## config.mk

```make
export PLATFORM = sky130hd
export DESIGN_NAME = calendar_date_counter
export DESIGN_NICKNAME = d
export VERILOG_FILES = /design/src/design/cdc_pkg.sv /design/src/design/cdc_load.sv /design/src/design/cdc_step.sv /design/src/design/calendar_date_counter.sv
export SDC_FILE = /design/constraint.sdc
export NUM_CORES = 1
export LEC_CHECK = 0
export ABC_AREA = 1
export BUFFER_PORTS_ARGS = -buffer_cell sky130_fd_sc_hd__buf_4
export CAP_MARGIN = 20
export CORE_ASPECT_RATIO = 1.25
export CORE_UTILIZATION = 35
export DETAILED_ROUTE_END_ITERATION = 16
export GPL_ROUTABILITY_DRIVEN = 0
export GPL_TIMING_DRIVEN = 0
export HOLD_SLACK_MARGIN = 0.03
export SLEW_MARGIN = 20
export SYNTH_ARGS = -nofsm -noshare
export SYNTH_HDL_FRONTEND = slang
export SYNTH_SLANG_ARGS = --single-unit
```

## constraint.sdc

```tcl
create_clock -name clk -period 3.2 [get_ports clk]
set_input_delay 0 -clock clk [delete_from_list [all_inputs] [get_ports clk]]
set_output_delay 0 -clock clk [all_outputs]
set_load 0.02 [all_outputs]
```

## src/design/cdc_pkg.sv

```systemverilog
// Shared types, constants and the month length function of the date counter.
package cdc_pkg;

  localparam int MONTH_W    = 4;
  localparam int DAY_W      = 5;
  localparam int SET_YEAR_W = 12;
  localparam int YEAR_BITS  = 12;
  localparam int OUT_YEAR_W = YEAR_BITS;
  localparam int COUNT_W    = 16;

  localparam logic [SET_YEAR_W-1:0] SET_YEAR_LOW  = 12'd1900;
  localparam logic [SET_YEAR_W-1:0] SET_YEAR_HIGH = 12'd2100;

  localparam logic ACT_SET     = 1'b0;
  localparam logic ACT_ADVANCE = 1'b1;

  typedef struct packed {
    logic                  action;
    logic [MONTH_W-1:0]    set_month;
    logic [DAY_W-1:0]      set_day;
    logic [SET_YEAR_W-1:0] set_year;
    logic [COUNT_W-1:0]    advance_days;
  } cdc_in_t;

  typedef struct packed {
    logic [MONTH_W-1:0]    month;
    logic [DAY_W-1:0]      day;
    logic [OUT_YEAR_W-1:0] year;
  } cdc_out_t;

  // Position of the year inside its century and of the century inside the
  // 400-year cycle; together with the two low year bits they give the leap rule.
  typedef struct packed {
    logic [6:0] yr_in_cent;
    logic [1:0] cent_in_cycle;
  } cdc_cent_t;

  function automatic logic is_leap(input logic [1:0] year_lsb, input cdc_cent_t cent);
    is_leap = (year_lsb == 2'd0) &&
              ((cent.yr_in_cent != 7'd0) || (cent.cent_in_cycle == 2'd0));
  endfunction

  function automatic logic [DAY_W-1:0] month_days(input logic [MONTH_W-1:0] month,
                                                  input logic leap);
    unique case (month)
      4'd2:                      month_days = leap ? 5'd29 : 5'd28;
      4'd4, 4'd6, 4'd9, 4'd11:   month_days = 5'd30;
      default:                   month_days = 5'd31;
    endcase
  endfunction

endpackage

```

## src/design/cdc_load.sv

```systemverilog
// Validates a set request and produces the corrected date and century position.
module cdc_load (
  input  logic [cdc_pkg::MONTH_W-1:0]    set_month,
  input  logic [cdc_pkg::DAY_W-1:0]      set_day,
  input  logic [cdc_pkg::SET_YEAR_W-1:0] set_year,
  output logic [cdc_pkg::MONTH_W-1:0]    month_o,
  output logic [cdc_pkg::DAY_W-1:0]      day_o,
  output logic [cdc_pkg::SET_YEAR_W-1:0] year_o,
  output cdc_pkg::cdc_cent_t             cent_o
);
  import cdc_pkg::*;

  logic [7:0] ydiff;
  logic       leap;

  always_comb begin
    month_o = ((set_month >= 4'd1) && (set_month <= 4'd12)) ? set_month : 4'd1;
    year_o  = ((set_year >= SET_YEAR_LOW) && (set_year <= SET_YEAR_HIGH)) ?
              set_year : SET_YEAR_LOW;
    // Loaded years span 1900..2100, so the offset fits in eight bits.
    ydiff   = 8'(year_o - SET_YEAR_LOW);
    if (ydiff < 8'd100) begin
      cent_o.yr_in_cent    = ydiff[6:0];
      cent_o.cent_in_cycle = 2'd3;
    end else if (ydiff < 8'd200) begin
      cent_o.yr_in_cent    = 7'(ydiff - 8'd100);
      cent_o.cent_in_cycle = 2'd0;
    end else begin
      cent_o.yr_in_cent    = 7'd0;
      cent_o.cent_in_cycle = 2'd1;
    end
    leap  = is_leap(year_o[1:0], cent_o);
    day_o = ((set_day >= 5'd1) && (set_day <= month_days(month_o, leap))) ?
            set_day : 5'd1;
  end

endmodule

```

## src/design/cdc_step.sv

```systemverilog
// One-day step unit: gives the date that follows the given one, saturating.
module cdc_step (
  input  logic [cdc_pkg::MONTH_W-1:0]   month_i,
  input  logic [cdc_pkg::DAY_W-1:0]     day_i,
  input  logic [cdc_pkg::YEAR_BITS-1:0] year_i,
  input  cdc_pkg::cdc_cent_t            cent_i,
  output logic [cdc_pkg::MONTH_W-1:0]   month_o,
  output logic [cdc_pkg::DAY_W-1:0]     day_o,
  output logic [cdc_pkg::YEAR_BITS-1:0] year_o,
  output cdc_pkg::cdc_cent_t            cent_o
);
  import cdc_pkg::*;

  localparam logic [YEAR_BITS-1:0] YEAR_MAX = {YEAR_BITS{1'b1}};

  logic             leap;
  logic [DAY_W-1:0] len;

  always_comb begin
    leap    = is_leap(year_i[1:0], cent_i);
    len     = month_days(month_i, leap);
    month_o = month_i;
    day_o   = day_i;
    year_o  = year_i;
    cent_o  = cent_i;
    priority if (day_i < len) begin
      day_o = day_i + 5'd1;
    end else if (month_i < 4'd12) begin
      month_o = month_i + 4'd1;
      day_o   = 5'd1;
    end else if (year_i != YEAR_MAX) begin
      year_o  = year_i + YEAR_BITS'(1);
      month_o = 4'd1;
      day_o   = 5'd1;
      if (cent_i.yr_in_cent == 7'd99) begin
        cent_o.yr_in_cent    = 7'd0;
        cent_o.cent_in_cycle = cent_i.cent_in_cycle + 2'd1;
      end else begin
        cent_o.yr_in_cent = cent_i.yr_in_cent + 7'd1;
      end
    end
  end

endmodule

```

## src/design/calendar_date_counter.sv

```systemverilog
// Gregorian date counter: set and day-by-day advance over one shared step unit.
// A set or an advance of zero or one day shows its result in the cycle after
// the request; an advance of N days makes one step unit pass per day.
// Throughput: one request at a time; a new one is taken once stepping ends and the
// result register is free or being read. Reset (rst_n low, synchronous) gives 1/1/1900.
module calendar_date_counter (
  input  logic             clk,
  input  logic             rst_n,
  input  logic             in_valid,
  output logic             in_stall,
  input  cdc_pkg::cdc_in_t in_data,
  output logic             out_valid,
  input  logic             out_stall,
  output cdc_pkg::cdc_out_t out_data
);
  import cdc_pkg::*;

  localparam logic ST_IDLE = 1'b0;
  localparam logic ST_RUN  = 1'b1;

  logic                 state_r, state_nxt;
  logic                 out_valid_r, out_valid_nxt;
  logic [COUNT_W-1:0]   cnt_r, cnt_nxt;
  logic [MONTH_W-1:0]   month_r, month_nxt;
  logic [DAY_W-1:0]     day_r, day_nxt;
  logic [YEAR_BITS-1:0] year_r, year_nxt;
  cdc_cent_t            cent_r, cent_nxt;

  logic [MONTH_W-1:0]    ld_month;
  logic [DAY_W-1:0]      ld_day;
  logic [SET_YEAR_W-1:0] ld_year;
  cdc_cent_t             ld_cent;

  logic [MONTH_W-1:0]   st_month;
  logic [DAY_W-1:0]     st_day;
  logic [YEAR_BITS-1:0] st_year;
  cdc_cent_t            st_cent;

  logic accept;

  cdc_load u_load (
    .set_month (in_data.set_month),
    .set_day   (in_data.set_day),
    .set_year  (in_data.set_year),
    .month_o   (ld_month),
    .day_o     (ld_day),
    .year_o    (ld_year),
    .cent_o    (ld_cent)
  );

  cdc_step u_step (
    .month_i (month_r),
    .day_i   (day_r),
    .year_i  (year_r),
    .cent_i  (cent_r),
    .month_o (st_month),
    .day_o   (st_day),
    .year_o  (st_year),
    .cent_o  (st_cent)
  );

  // The date registers double as the result register, so they must hold
  // while an unread result is waiting.
  assign in_stall  = (state_r != ST_IDLE) || (out_valid_r && out_stall);
  assign accept    = in_valid && !in_stall;
  assign out_valid = out_valid_r;

  always_comb begin
    out_data.month = month_r;
    out_data.day   = day_r;
    out_data.year  = year_r[OUT_YEAR_W-1:0];
  end

  always_comb begin
    state_nxt     = state_r;
    out_valid_nxt = out_valid_r && out_stall;
    cnt_nxt       = cnt_r;
    month_nxt     = month_r;
    day_nxt       = day_r;
    year_nxt      = year_r;
    cent_nxt      = cent_r;
    unique case (state_r)
      ST_IDLE: begin
        if (accept) begin
          if (in_data.action == ACT_SET) begin
            month_nxt     = ld_month;
            day_nxt       = ld_day;
            year_nxt      = YEAR_BITS'(ld_year);
            cent_nxt      = ld_cent;
            out_valid_nxt = 1'b1;
          end else if (in_data.advance_days == '0) begin
            out_valid_nxt = 1'b1;
          end else begin
            month_nxt = st_month;
            day_nxt   = st_day;
            year_nxt  = st_year;
            cent_nxt  = st_cent;
            if (in_data.advance_days == COUNT_W'(1)) begin
              out_valid_nxt = 1'b1;
            end else begin
              cnt_nxt   = in_data.advance_days - COUNT_W'(1);
              state_nxt = ST_RUN;
            end
          end
        end
      end
      ST_RUN: begin
        month_nxt = st_month;
        day_nxt   = st_day;
        year_nxt  = st_year;
        cent_nxt  = st_cent;
        cnt_nxt   = cnt_r - COUNT_W'(1);
        if (cnt_r == COUNT_W'(1)) begin
          state_nxt     = ST_IDLE;
          out_valid_nxt = 1'b1;
        end
      end
    endcase
  end

  always_ff @(posedge clk) begin
    if (!rst_n) begin
      state_r              <= ST_IDLE;
      out_valid_r          <= 1'b0;
      cnt_r                <= '0;
      month_r              <= 4'd1;
      day_r                <= 5'd1;
      year_r               <= YEAR_BITS'(SET_YEAR_LOW);
      cent_r.yr_in_cent    <= 7'd0;
      cent_r.cent_in_cycle <= 2'd3;
    end else begin
      state_r     <= state_nxt;
      out_valid_r <= out_valid_nxt;
      cnt_r       <= cnt_nxt;
      month_r     <= month_nxt;
      day_r       <= day_nxt;
      year_r      <= year_nxt;
      cent_r      <= cent_nxt;
    end
  end

endmodule

```

==> impl_metrics.ini <==
[power]
clockPowerShare_pct = 31.6
internal_power_uw = 1330
p_leak_uw = 0.00230
p_comb_share_pct = 33.0
p_sw_share_pct = 35.4
p_per_area_nw_per_um2 = 401
pwr-share-seq_pct = 35.4
ir_drop_uv = 214
p_sw_uw = 729

[routing]
first_pass_iters = 5
routed_wl_um = 13100
drt_iter0_markers = 310
wl_per_cell_um = 15.1
viasPerCell = 5.41
dr_total_vias = 4694
ant_nets = 0
route.detailed.drc = 0

[sta]
finalHoldViolCount = 0
fin_crit_ps = 3090
maxSlewViolCount = 0
setup_viol = 0
slew_headroom_pct = 46.0
fmax_mhz = 324
finalCritPeriodShare_pct = 96.6
worst_pin_slew_ps = 807
rsz0062_at_grt = true
layout_setup_ws_ps = 110
worst_clock_skew_ps = 7.08
tns_ps = 0

[yosys]
synth-edff-count = 0
ys_ff_latch = 48
synth-main-ff-cell = dfxtp_1
synth-simple-area-share_pct = 30.8
ys_seq_area_share_pct = 23.5
synth_compound_gate_area_share_pct = 24.6
synthMuxAreaShare_pct = 0
synth_top_family_by_area = simple AND/OR/NAND/NOR gates
synth-xor-area-share_pct = 3.86
async_flop_share_pct = 0
synthAdderAreaFrac_pct = 5.82
syn_nets = 711
syn_avg_cell_area_um2 = 6.28
yosysWarnings = 0
synth.distinct_cells = 49
synth_area_um2 = 4080
syn_inst = 650

[floorplanning]
fp.dieH_um = 123
coreArea_um2 = 11200
num_io_pins = 65
die-area_um2 = 12100
rows = 43
initial_core_util_pct = 36.3
die_w_um = 98.6

[run]
maxCapViolCount = 0

[grt]
grt_max_degree = 15
grt_overflow = 0
antenna_found_initial = 0
grt_pass1_vias = 4420
grt_pass1_wl_um = 21200
grtUsageTotal_pct = 21.8

[cts]
path_clk_slew_ps = 70
cts_tree = done
htree_levels = 2
numCtsBuffers = 5
cts.path.max_buffers = 2
cts.sinks = 48
cts-root-buf = clkbuf_16
clk_latency_ps = 290

[place]
hpwl_um = 10100
io_buffers = 63
placed_cell_area_um2 = 4730
dp_slack_ps = -418
dpl.cell_count = 848

[final_layout]
final_cell_mix = 101 x nand2_1, 84 x inv_1, 70 x buf_4, 62 x nor2_1, 54 x o21ai_0
layout_commonest_cell = nand2_1
drive_gt1_share_pct = 19.4
fill_cells = 1151
area_delta_synth_final_pct = 25.9
diodes = 0
layout.nets = 793
design_area_um2 = 5140
fin_cells = 868
utilization_pct = 45.7

[setup_path]
r2r_slack_ps = 490
critPathCaptureType = flop
critPathMaxFanout = 5
cp_data_required_time_ps = 3370
crit_top_cell = nand2_1
path_class = in -> reg
critPathMaxStageDelay_ps = 230
startpoint_type = input pin
arrival_ps = 3270
cp_slowest_cell = or2_1

[run_status]
status = finished clean

[worst_hold_path]
hold_path_class = in -> reg
-- routing by layer --
metal / wire, um / track usage [%] / up-vias / share of wire [%]
li1: - / - / 2362 / -
met5: 0 / 0 / - / 0
met1: 5510 / 26.2 / 2148 / 42
met2: 6670 / 41.0 / 162 / 51
met3: 614 / 2.28 / 22 / 4.7
met4: 285 / 6.34 / 0 / 2.2
-- worst paths after layout --
kind,startpoint,to,cells past startpoint
max,in_data[24],day_r[1]$_SDFFE_PN0P_,29
max reg2reg,month_r[0]$_SDFFE_PN1P_,year_r[10]$_SDFFE_PN1P_,15
min,in_data[35],month_r[2]$_SDFFE_PN0P_,3
min reg2reg,cnt_r[1]$_SDFFE_PN0P_,cnt_r[1]$_SDFFE_PN0P_,2
-- logic make-up after synthesis --
| family | count (synthesis) |
|---|---|
| buffers and inverters | 119 |
| and+or+nand+nor | 276 |
| AOI/OAI and AO/OA | 170 |
| DFF | 48 |
| xor gates and xnor gates | 18 |
| adders and majority gates | 19 |
-- per-stage QoR --
| stage | total power (uW) | hold WS, ps |
|---|---|---|
| global route | 2180 | 52.4 |
| finish | 2060 | 31.8 |
| global placement | 1370 | 314 |
| floorplan | 1150 | 163 |
| detailed placement | 1390 | 313 |
| CTS | 2040 | 35.5 |
-- power groups by stage --
stage,clock network [uW],logic (uW),registers (uW)
finish,650,679,730
global route,681,756,739
CTS,659,652,729
detailed placement,0,644,742
global placement,0,636,739
floorplan,0,391,757
-- cells in the mapped netlist, drive strengths merged, types with 5 or more instances --
master  instances  area, um^2
a211oi          5        37.5
inv            98         368
a21oi          53         273
buf             7        45.0
ha             19         238
clkbuf         13        48.8
nand4          10        62.6
nor2           68         263
xor2           14         123
dfxtp          48         961
nand3          45         240
a31oi          10        62.6
nand2         116         478
o211ai         16         134
nor3           24         120
o21ai          67         335
-- worst max-delay path, delay by kind of cell --
kind	cells	cell delay [ps]
simple gates	16	1530
compound gates	7	1050
fa+ha+maj	2	380
buf+inv	4	300
-- registers in the layout (all words and copies together) (netlist names) --
signal,count
cnt_r,16
cent_r,9
month_r,4
state_r,1
day_r,5
year_r,12
out_valid,1
-- cell type report --
| cell class | instances | area [um^2] | share of cell area (%) |
|---|---|---|---|
| sequential | 48 | 961 | 18.7 |
| tap | 135 | 169 | 3.29 |
| clock inverter | 1 | 30.0 | 0.584 |
| buffer | 20 | 93.8 | 1.83 |
| timing repair buffer | 75 | 583 | 11.3 |
| clock buffer | 7 | 153 | 2.97 |
| multi-input combinational | 483 | 2770 | 53.9 |
| inverter | 99 | 378 | 7.35 |
-- what timing repair did --
action | in CTS | in global routing
pin swaps | 2 | 25
setup endpoints to repair | 5 | 5
cloned | 0 | 0
endpoints found under the hold margin | 2 | 0
gates resized for setup | 5 | 29
hold buffers | 2 | 0
buffers inserted | 1 | 9
(Power assumes the default switching activity.)
